[config.mk]
export PLATFORM = sky130hd
export DESIGN_NAME = pid_filtered_derivative_core
export DESIGN_NICKNAME = d
export VERILOG_FILES = /design/src/hw/rtl/pfd_pkg.sv /design/src/hw/rtl/pfd_serial_unit.sv /design/src/hw/rtl/pid_filtered_derivative_core.sv
export SDC_FILE = /design/constraint.sdc
export NUM_CORES = 2
export LEC_CHECK = 0
export ABC_AREA = 1
export BUFFER_PORTS_ARGS = -buffer_cell sky130_fd_sc_hd__buf_2
export CAP_MARGIN = 5
export CELL_PAD_IN_SITES_DETAIL_PLACEMENT = 2
export CELL_PAD_IN_SITES_GLOBAL_PLACEMENT = 2
export CORE_MARGIN = 2
export CORE_UTILIZATION = 33
export DETAILED_ROUTE_END_ITERATION = 8
export PLACE_DENSITY_LB_ADDON = 0.1
export SYNTH_ARGS = -nofsm -noshare
export SYNTH_HDL_FRONTEND = slang
export SYNTH_HIERARCHICAL = 1
export SYNTH_SLANG_ARGS = --single-unit
[constraint.sdc]
create_clock -name clk -period 6.2 [get_ports clk]
set_input_delay 0.62 -clock clk [delete_from_list [all_inputs] [get_ports clk]]
set_output_delay 0.62 -clock clk [all_outputs]
set_load 0.02 [all_outputs]
[src/hw/rtl/pfd_pkg.sv]
// Shared types, constants and helper functions of the filtered-derivative PID core.
// Used by pfd_serial_unit and pid_filtered_derivative_core; depends on nothing else.
`timescale 1ns / 1ps
`default_nettype none

package pfd_pkg;

    localparam int unsigned DATA_W    = 32;
    localparam int unsigned GAIN_W    = 31;
    localparam int unsigned CFG_IDX_W = 3;
    localparam int unsigned RES_W     = 66;
    localparam int unsigned OPA_W     = 64;
    localparam int unsigned OPB_W     = 32;

    localparam logic [CFG_IDX_W-1:0] CFG_KP      = 3'd0;
    localparam logic [CFG_IDX_W-1:0] CFG_KI      = 3'd1;
    localparam logic [CFG_IDX_W-1:0] CFG_KD      = 3'd2;
    localparam logic [CFG_IDX_W-1:0] CFG_WINDUP  = 3'd3;
    localparam logic [CFG_IDX_W-1:0] CFG_OUT_TAU = 3'd4;

    localparam logic [OPB_W-1:0] FC_Q     = 32'd52152;
    localparam logic [29:0]      BETA_MAX = 30'h2000_0000;

    localparam logic signed [RES_W-1:0] S32_MAX = 66'sd2147483647;
    localparam logic signed [RES_W-1:0] S32_MIN = -66'sd2147483648;

    typedef struct packed {
        logic start;
        logic is_div;
        logic negate;
    } pfd_req_t;

    function automatic logic signed [RES_W-1:0] sx66(input logic [DATA_W-1:0] v);
        sx66 = signed'({{(RES_W-DATA_W){v[DATA_W-1]}}, v});
    endfunction

    function automatic logic [DATA_W-1:0] sat32(input logic signed [RES_W-1:0] v);
        if (v > S32_MAX)
        begin
            sat32 = 32'h7FFF_FFFF;
        end
        else if (v < S32_MIN)
        begin
            sat32 = 32'h8000_0000;
        end
        else
        begin
            sat32 = v[DATA_W-1:0];
        end
    endfunction

    function automatic logic [DATA_W:0] mag33(input logic signed [DATA_W:0] v);
        if (v[DATA_W])
        begin
            mag33 = 33'(-v);
        end
        else
        begin
            mag33 = 33'(v);
        end
    endfunction

endpackage

`default_nettype wire

[src/hw/rtl/pfd_serial_unit.sv]
// Shared bit-serial arithmetic unit: shift-add multiplier and restoring divider.
// Depends on pfd_pkg for widths and the request struct.
`timescale 1ns / 1ps
`default_nettype none

module pfd_serial_unit (
    input  wire logic                               clk,
    input  wire logic                               rst_n,
    input  wire pfd_pkg::pfd_req_t                  req,
    input  wire logic [pfd_pkg::OPA_W-1:0]          opa,
    input  wire logic [pfd_pkg::OPB_W-1:0]          opb,
    output logic                                    done,
    output logic signed [pfd_pkg::RES_W-1:0]        result
);

    logic                            busy_reg;
    logic                            fin_reg;
    logic                            done_reg;
    logic                            is_div_reg;
    logic                            neg_reg;
    logic [5:0]                      cnt_reg;
    logic [pfd_pkg::RES_W-1:0]       acc_reg;
    logic [pfd_pkg::RES_W-1:0]       mcand_reg;
    logic [pfd_pkg::OPB_W-1:0]       opb_reg;
    logic [pfd_pkg::OPA_W-1:0]       dvd_reg;
    logic [pfd_pkg::OPB_W-1:0]       rem_reg;
    logic signed [pfd_pkg::RES_W-1:0] res_reg;

    logic [pfd_pkg::OPB_W:0]         trial;
    logic [pfd_pkg::OPB_W:0]         trial_sub;
    logic                            fits;
    logic [pfd_pkg::RES_W-1:0]       mag;

    assign trial     = {rem_reg, dvd_reg[pfd_pkg::OPA_W-1]};
    assign trial_sub = trial - {1'b0, opb_reg};
    assign fits      = (trial >= {1'b0, opb_reg});
    assign mag       = is_div_reg ? {2'b00, dvd_reg} : acc_reg;

    always_ff @(posedge clk or negedge rst_n)
    begin
        if (!rst_n)
        begin
            busy_reg   <= 1'b0;
            fin_reg    <= 1'b0;
            done_reg   <= 1'b0;
            is_div_reg <= 1'b0;
            neg_reg    <= 1'b0;
            cnt_reg    <= '0;
        end
        else
        begin
            if (req.start)
            begin
                busy_reg   <= 1'b1;
                fin_reg    <= 1'b0;
                done_reg   <= 1'b0;
                is_div_reg <= req.is_div;
                neg_reg    <= req.negate;
                cnt_reg    <= req.is_div ? 6'd63 : 6'd31;
            end
            else if (busy_reg)
            begin
                cnt_reg  <= cnt_reg - 6'd1;
                busy_reg <= (cnt_reg != 6'd0);
                fin_reg  <= (cnt_reg == 6'd0);
                done_reg <= 1'b0;
            end
            else
            begin
                done_reg <= fin_reg;
                fin_reg  <= 1'b0;
            end
        end
    end

    always_ff @(posedge clk)
    begin
        if (req.start)
        begin
            acc_reg   <= '0;
            mcand_reg <= {2'b00, opa};
            opb_reg   <= opb;
            dvd_reg   <= opa;
            rem_reg   <= '0;
        end
        else if (busy_reg)
        begin
            if (is_div_reg)
            begin
                rem_reg <= fits ? trial_sub[pfd_pkg::OPB_W-1:0] : trial[pfd_pkg::OPB_W-1:0];
                dvd_reg <= {dvd_reg[pfd_pkg::OPA_W-2:0], fits};
            end
            else
            begin
                if (opb_reg[0])
                begin
                    acc_reg <= acc_reg + mcand_reg;
                end
                mcand_reg <= {mcand_reg[pfd_pkg::RES_W-2:0], 1'b0};
                opb_reg   <= {1'b0, opb_reg[pfd_pkg::OPB_W-1:1]};
            end
        end
        else if (fin_reg)
        begin
            res_reg <= neg_reg ? -signed'(mag) : signed'(mag);
        end
    end

    assign done   = done_reg;
    assign result = res_reg;

endmodule

`default_nettype wire

[src/hw/rtl/pid_filtered_derivative_core.sv]
// Filtered-derivative PID controller core with Q16.16 arithmetic and an output filter.
// One transaction is accepted at a time; up to nine serial operations run on pfd_serial_unit.
// Each transaction runs six multiplies and three divides in sequence before the drive is
// registered, or five multiplies and two divides when out_tau is zero; a new transaction is
// taken only once the previous result has been registered, later while a result is held by a stall.
// Asynchronous active-low reset clears the control, integral, filter and history state and loads the register defaults.
`timescale 1ns / 1ps
`default_nettype none

module pid_filtered_derivative_core (
    input  wire logic                               clk,
    input  wire logic                               rst_n,
    input  wire logic                               cfg_valid,
    output logic                                    cfg_ready,
    input  wire logic [pfd_pkg::CFG_IDX_W-1:0]      cfg_index,
    input  wire logic [pfd_pkg::GAIN_W-1:0]         cfg_data,
    input  wire logic                               in_valid,
    output logic                                    in_stall,
    input  wire logic [pfd_pkg::DATA_W-1:0]         target,
    input  wire logic [pfd_pkg::DATA_W-1:0]         measured,
    input  wire logic [pfd_pkg::GAIN_W-1:0]         step_time,
    output logic                                    out_valid,
    input  wire logic                               out_stall,
    output logic [pfd_pkg::DATA_W-1:0]              drive
);

    typedef enum logic [1:0] {ST_IDLE, ST_ISSUE, ST_WAIT, ST_OUT} state_t;
    typedef enum logic [3:0] {
        PH_KI, PH_KD, PH_DDIV, PH_ADIV, PH_AMUL, PH_KP, PH_IMUL, PH_BDIV, PH_BMUL
    } phase_t;

    state_t                          state_reg;
    phase_t                          phase_reg;
    logic [pfd_pkg::GAIN_W-1:0]      kp_reg, ki_reg, kd_reg, windup_reg, out_tau_reg;
    logic [pfd_pkg::DATA_W-1:0]      integral_reg, last_meas_reg, df_reg, last_drive_reg;
    logic [pfd_pkg::DATA_W-1:0]      err_reg, chg_reg, deriv_reg, raw_reg, drive_reg;
    logic [pfd_pkg::GAIN_W-1:0]      st_reg;
    logic [15:0]                     a_reg;
    logic [29:0]                     b_reg;
    logic signed [pfd_pkg::RES_W-1:0] tmp_reg;
    logic                            out_valid_reg;

    pfd_pkg::pfd_req_t               req;
    logic [pfd_pkg::OPA_W-1:0]       opa;
    logic [pfd_pkg::OPB_W-1:0]       opb;
    logic                            u_done;
    logic signed [pfd_pkg::RES_W-1:0] u_result;

    logic [pfd_pkg::DATA_W:0]        err_mag, chg_mag, diff_d_mag, diff_o_mag;
    logic signed [pfd_pkg::DATA_W:0] diff_d, diff_o;
    logic signed [pfd_pkg::RES_W-1:0] res_sh, int_sum, windup_ext, df_sum, raw_sum, drv_sum;
    logic [pfd_pkg::DATA_W-1:0]      int_clamp, raw_val;
    logic                            in_acc, out_acc;

    assign in_acc  = in_valid && !in_stall;
    assign out_acc = out_valid_reg && !out_stall;

    assign err_mag    = pfd_pkg::mag33(signed'({err_reg[31], err_reg}));
    assign chg_mag    = pfd_pkg::mag33(signed'({chg_reg[31], chg_reg}));
    assign diff_d     = signed'({deriv_reg[31], deriv_reg}) - signed'({df_reg[31], df_reg});
    assign diff_o     = signed'({raw_reg[31], raw_reg})
                        - signed'({last_drive_reg[31], last_drive_reg});
    assign diff_d_mag = pfd_pkg::mag33(diff_d);
    assign diff_o_mag = pfd_pkg::mag33(diff_o);

    assign res_sh     = u_result >>> 16;
    assign int_sum    = pfd_pkg::sx66(integral_reg) + res_sh;
    assign windup_ext = signed'({35'd0, windup_reg});
    assign df_sum     = pfd_pkg::sx66(df_reg) + res_sh;
    assign raw_sum    = tmp_reg + res_sh - pfd_pkg::sx66(df_reg);
    assign drv_sum    = pfd_pkg::sx66(last_drive_reg) + res_sh;
    assign raw_val    = pfd_pkg::sat32(raw_sum);

    always_comb
    begin
        if (int_sum < 66'sd0)
        begin
            int_clamp = '0;
        end
        else if (int_sum > windup_ext)
        begin
            int_clamp = {1'b0, windup_reg};
        end
        else
        begin
            int_clamp = int_sum[pfd_pkg::DATA_W-1:0];
        end
    end

    always_comb
    begin
        req.start  = (state_reg == ST_ISSUE);
        req.is_div = 1'b0;
        req.negate = 1'b0;
        opa        = '0;
        opb        = '0;
        unique case (phase_reg)
            PH_KI:
            begin
                opa        = 64'(err_mag);
                opb        = {1'b0, ki_reg};
                req.negate = err_reg[31];
            end
            PH_KD:
            begin
                opa = 64'(chg_mag);
                opb = {1'b0, kd_reg};
            end
            PH_DDIV:
            begin
                opa        = tmp_reg[pfd_pkg::OPA_W-1:0];
                opb        = {1'b0, st_reg};
                req.is_div = 1'b1;
                req.negate = chg_reg[31];
            end
            PH_ADIV:
            begin
                opa        = {17'd0, st_reg, 16'd0};
                opb        = pfd_pkg::FC_Q + {1'b0, st_reg};
                req.is_div = 1'b1;
            end
            PH_AMUL:
            begin
                opa        = 64'(diff_d_mag);
                opb        = {16'd0, a_reg};
                req.negate = diff_d[32];
            end
            PH_KP:
            begin
                opa        = 64'(err_mag);
                opb        = {1'b0, kp_reg};
                req.negate = err_reg[31];
            end
            PH_IMUL:
            begin
                opa = {33'd0, integral_reg[30:0]};
                opb = {1'b0, st_reg};
            end
            PH_BDIV:
            begin
                opa        = {17'd0, st_reg, 16'd0};
                opb        = {1'b0, out_tau_reg};
                req.is_div = 1'b1;
            end
            PH_BMUL:
            begin
                opa        = 64'(diff_o_mag);
                opb        = {2'd0, b_reg};
                req.negate = diff_o[32];
            end
            default:
            begin
                opa = '0;
            end
        endcase
    end

    pfd_serial_unit u_alu (
        .clk    (clk),
        .rst_n  (rst_n),
        .req    (req),
        .opa    (opa),
        .opb    (opb),
        .done   (u_done),
        .result (u_result)
    );

    always_ff @(posedge clk or negedge rst_n)
    begin
        if (!rst_n)
        begin
            state_reg      <= ST_IDLE;
            phase_reg      <= PH_KI;
            kp_reg         <= 31'd65536;
            ki_reg         <= '0;
            kd_reg         <= '0;
            windup_reg     <= '0;
            out_tau_reg    <= '0;
            integral_reg   <= '0;
            last_meas_reg  <= '0;
            df_reg         <= '0;
            last_drive_reg <= '0;
            out_valid_reg  <= 1'b0;
        end
        else
        begin
            if (cfg_valid)
            begin
                unique case (cfg_index)
                    pfd_pkg::CFG_KP:      kp_reg      <= cfg_data;
                    pfd_pkg::CFG_KI:      ki_reg      <= cfg_data;
                    pfd_pkg::CFG_KD:      kd_reg      <= cfg_data;
                    pfd_pkg::CFG_WINDUP:  windup_reg  <= cfg_data;
                    pfd_pkg::CFG_OUT_TAU: out_tau_reg <= cfg_data;
                    default:              kp_reg      <= kp_reg;
                endcase
            end

            if (out_acc && state_reg != ST_OUT)
            begin
                out_valid_reg <= 1'b0;
            end

            unique case (state_reg)
                ST_IDLE:
                begin
                    if (in_acc)
                    begin
                        err_reg       <= pfd_pkg::sat32(pfd_pkg::sx66(target)
                                                        - pfd_pkg::sx66(measured));
                        chg_reg       <= pfd_pkg::sat32(pfd_pkg::sx66(measured)
                                                        - pfd_pkg::sx66(last_meas_reg));
                        last_meas_reg <= measured;
                        st_reg        <= (step_time == '0) ? 31'd1 : step_time;
                        phase_reg     <= PH_KI;
                        state_reg     <= ST_ISSUE;
                    end
                end
                ST_ISSUE:
                begin
                    state_reg <= ST_WAIT;
                end
                ST_WAIT:
                begin
                    if (u_done)
                    begin
                        state_reg <= ST_ISSUE;
                        unique case (phase_reg)
                            PH_KI:
                            begin
                                integral_reg <= int_clamp;
                                phase_reg    <= PH_KD;
                            end
                            PH_KD:
                            begin
                                tmp_reg   <= u_result;
                                phase_reg <= PH_DDIV;
                            end
                            PH_DDIV:
                            begin
                                deriv_reg <= pfd_pkg::sat32(u_result);
                                phase_reg <= PH_ADIV;
                            end
                            PH_ADIV:
                            begin
                                a_reg     <= u_result[15:0];
                                phase_reg <= PH_AMUL;
                            end
                            PH_AMUL:
                            begin
                                df_reg    <= pfd_pkg::sat32(df_sum);
                                phase_reg <= PH_KP;
                            end
                            PH_KP:
                            begin
                                tmp_reg   <= res_sh;
                                phase_reg <= PH_IMUL;
                            end
                            PH_IMUL:
                            begin
                                raw_reg <= raw_val;
                                if (out_tau_reg == '0)
                                begin
                                    last_drive_reg <= raw_val;
                                    state_reg      <= ST_OUT;
                                end
                                else
                                begin
                                    phase_reg <= PH_BDIV;
                                end
                            end
                            PH_BDIV:
                            begin
                                if (u_result > signed'({36'd0, pfd_pkg::BETA_MAX}))
                                begin
                                    b_reg <= pfd_pkg::BETA_MAX;
                                end
                                else
                                begin
                                    b_reg <= u_result[29:0];
                                end
                                phase_reg <= PH_BMUL;
                            end
                            PH_BMUL:
                            begin
                                last_drive_reg <= pfd_pkg::sat32(drv_sum);
                                state_reg      <= ST_OUT;
                            end
                            default:
                            begin
                                state_reg <= ST_IDLE;
                            end
                        endcase
                    end
                end
                ST_OUT:
                begin
                    if (!out_valid_reg || !out_stall)
                    begin
                        out_valid_reg <= 1'b1;
                        drive_reg     <= last_drive_reg;
                        state_reg     <= ST_IDLE;
                    end
                end
                default:
                begin
                    state_reg <= ST_IDLE;
                end
            endcase
        end
    end

    assign cfg_ready = 1'b1;
    assign in_stall  = (state_reg != ST_IDLE);
    assign out_valid = out_valid_reg;
    assign drive     = drive_reg;

`ifndef SYNTH
    a_accept_busy: assert property (@(posedge clk) disable iff (!rst_n)
        in_valid && !in_stall |=> in_stall)
        else $error("Core did not leave idle after accepting a transaction.");

    a_integral_nonneg: assert property (@(posedge clk) disable iff (!rst_n)
        !integral_reg[31])
        else $error("Integral went negative.");

    a_done_in_wait: assert property (@(posedge clk) disable iff (!rst_n)
        u_done |-> state_reg == ST_WAIT)
        else $error("Arithmetic unit finished outside a wait state.");
`endif

endmodule

`default_nettype wire
==> run summary <==
Rel. slew slack -> 5.730%
gr usage total -> 36.99%
Cell Pwr Density -> 164.6 nW/µm²
Setup TNS -> 0 ns
top cell type's share of synthesized area -> 19.13%
Max Clk Rate -> 176.2 MHz
CTS tree -> done
VDD IR max -> 0.0002257 V
cell repeated most along the worst path -> nand2_1
DP HPWL -> 406600 µm
largest net degree at the start of global routing -> 167
DR vias -> 90.63k
layout cell share with drive strength beyond 1 -> 5.712%
number of global-route vias before repair -> 96.22k
Critical Path Max Stage Delay -> 0.48 ns
synth unique cells -> 75
CTS Sinks -> 930
Worst Hold Class -> in2reg
gr ovfl total -> 0
CTS Buffer Depth -> 3
worst-path fanout max -> 16
slowest library cell on the worst path -> fa_1
Data arrival, critical path -> 6.43 ns
first-pass GRT wire length -> 690600 µm
Slew Viols, Final -> 0
Via-to-Cell Ratio -> 5.530
I/O Pins -> 169
Final Core Density -> 36.90%
dpl ws -> 0.1993 ns
WL final -> 484200 µm
placed inst area -> 88170 µm²
PortBufs -> 167
critical path class -> reg2reg
Routability Congestion -> 1.036
die span in y -> 505.7 µm
CP endpoint kind -> register
Max Cap Viol -> 0
Post-CTS Resized -> 0
status -> complete, no violations
root buffer cell -> clkbuf_16
# H-tree levels -> 3
initial DRC count -> 7271
Async S/R FF share, synth -> 32.37%
Tcrit/Tclk final -> 91.53%
RSZ-0062 raised after global routing -> no
Reg clk slew, reported paths -> 0.07 ns
Least-Margin Pin Slew -> 1.414 ns
initial antenna violation count -> 46
largest cells by area after synthesis -> edfxtp_1 (19%), nand2_1 (18%), inv_1 (9.2%)
width of the chip -> 505.7 µm
register area share after synthesis -> 30.61%
TritonCTS buffer count -> 116
final-report setup violation count -> 0
router iterations before antenna repair -> 6
static leakage -> 0.04596 µW
Yosys Warn Count -> 6
Post-Syn Area per Cell -> 6.523 µm²
Routed Antenna Nets -> 0
DR WL/cell -> 29.55 µm
CP startpoint kind -> register
Worst-Skew Late Latency -> 0.84 ns
Req. time, crit path -> 6.95 ns
core area -> 250700 µm²
# DRC -> 0
NumNets Final -> 13.59k
Total Power -> 15220 µW
largest area contributor in the netlist -> edfxtp_1
die area -> 255700 µm²
#FFs+latches synth -> 930
P&R area growth vs syn -> 11.38%
worst setup margin -> 0.5249 ns
Mapped Cells -> 12.73k
clock skew -> 0.08878 ns
syn_nets -> 13.42k
cell row count -> 184
EDFF count, synth -> 529
main flop type after synthesis -> edfxtp_1
synthesized area -> 83050 µm²
fin area -> 92500 µm²
final hold violations -> 0
Initial Utilization -> 33.13%
Final min period -> 5.675 ns
==> per-stage QoR <==
stage | hold slack (ns) | std cells
global route | 0.1083 | 16377
finish | 0.1015 | 16389
floorplan | 0.3244 | 12732
detailed placement | 0.4495 | 16101
global placement | 0.4552 | 16099
CTS | 0.06374 | 16353
==> where the power goes <==
group          switching (µW)  internal (µW)
Clock                    3200           4050
Sequential                143           6710
Combinational             785            339
==> layout by cell type (no fill, tap or decap), drive strengths merged, types with 74 or more instances in the layout <==
cell,n
a21oi,709
nand4,223
nand2,4155
o21ai,883
xor2,214
buf,335
dfrtp,300
dfxtp,100
nand3b,84
fa,74
clkbuf,158
ha,480
edfxtp,529
inv,2062
nand3,684
nor2,1242
xnor2,138
nor3,158
==> logic make-up (layout without fill, tap and decap cells) <==
group / after synthesis / count (layout) / synth area share (%)
simple gates: 6634 / 6634 / 33.11
buf+inv: 2378 / 2653 / 11.11
compound gates: 1883 / 1883 / 12.40
flops: 930 / 930 / 30.61
fa+ha+maj: 554 / 554 / 9.015
xor+xnor: 352 / 352 / 3.748
other cells: 1 / 35 / 0.004515
==> repair_timing <==
| item | in CTS | in global routing |
|---|---|---|
| endpoints found under the hold margin | 41 | 0 |
| hold buffers | 31 | 0 |
| setup buffers | 0 | 2 |
| setup endpoints to repair | 0 | 16 |
==> cell usage after synthesis, types with 34 or more instances <==
master       n
nand2_1   4091
inv_1     2028
nor2_1    1208
o21ai_0    794
a21oi_1    708
nand3_1    671
edfxtp_1   529
ha_1       480
dfrtp_1    300
clkbuf_1   225
nand4_1    223
xor2_1     210
nor3_1     142
xnor2_1    138
dfxtp_1    100
nand3b_1    84
fa_1        74
o21ai_1     66
nand2_2     62
o21bai_1    51
nor4_1      49
a221oi_1    34
==> layer usage <==
| layer | part of all wire [%] | vias to the layer above | global-route usage [%] |
|---|---|---|---|
| li1 | - | 41214 | - |
| met5 | 0.020 | - | 0 |
| met4 | 6.8 | 16 | 21.36 |
| met2 | 45 | 2561 | 59.78 |
| met3 | 4.9 | 815 | 4.360 |
| met1 | 43 | 46024 | 47.58 |
==> path summary, 6_finish.rpt <==
path                                  startpoint  depth (start not counted)                  to  slack (ns)
worst max-delay path            u_alu/result[16]                         29  last_drive_reg[26]        0.52
worst min-delay path                step_time[0]                          2           st_reg[0]        0.10
worst max register to register  u_alu/result[16]                         29  last_drive_reg[26]        0.52
max in group asynchronous                  rst_n                          4    u_alu/is_div_reg        4.12
min in group asynchronous                  rst_n                          2  last_drive_reg[16]        0.25
worst min register to register  u_alu/rem_reg[8]                          2    u_alu/rem_reg[8]        0.47
==> worst max-delay path: cells and delay by family (launching register included) <==
family	cells	cell delay (ns)
AND/OR/NAND/NOR	20	3.09
adder cells (fa/ha/maj)	3	1.12
buffers and inverters	6	1.03
flip-flops	1	0.36
==> layout make-up <==
cell class	count	area [µm²]
Tap cell	3348	4189
Timing Repair Buffer	366	2550
Sequential cell	930	25430
Clock inverter	63	774.5
Multi-Input combinational cell	9424	48570
Inverter	2066	7757
Clock buffer	158	3151
Antenna cell	34	85.08
Fill cell	30543	158200
No activity file was read; power rests on OpenSTA's default activity.
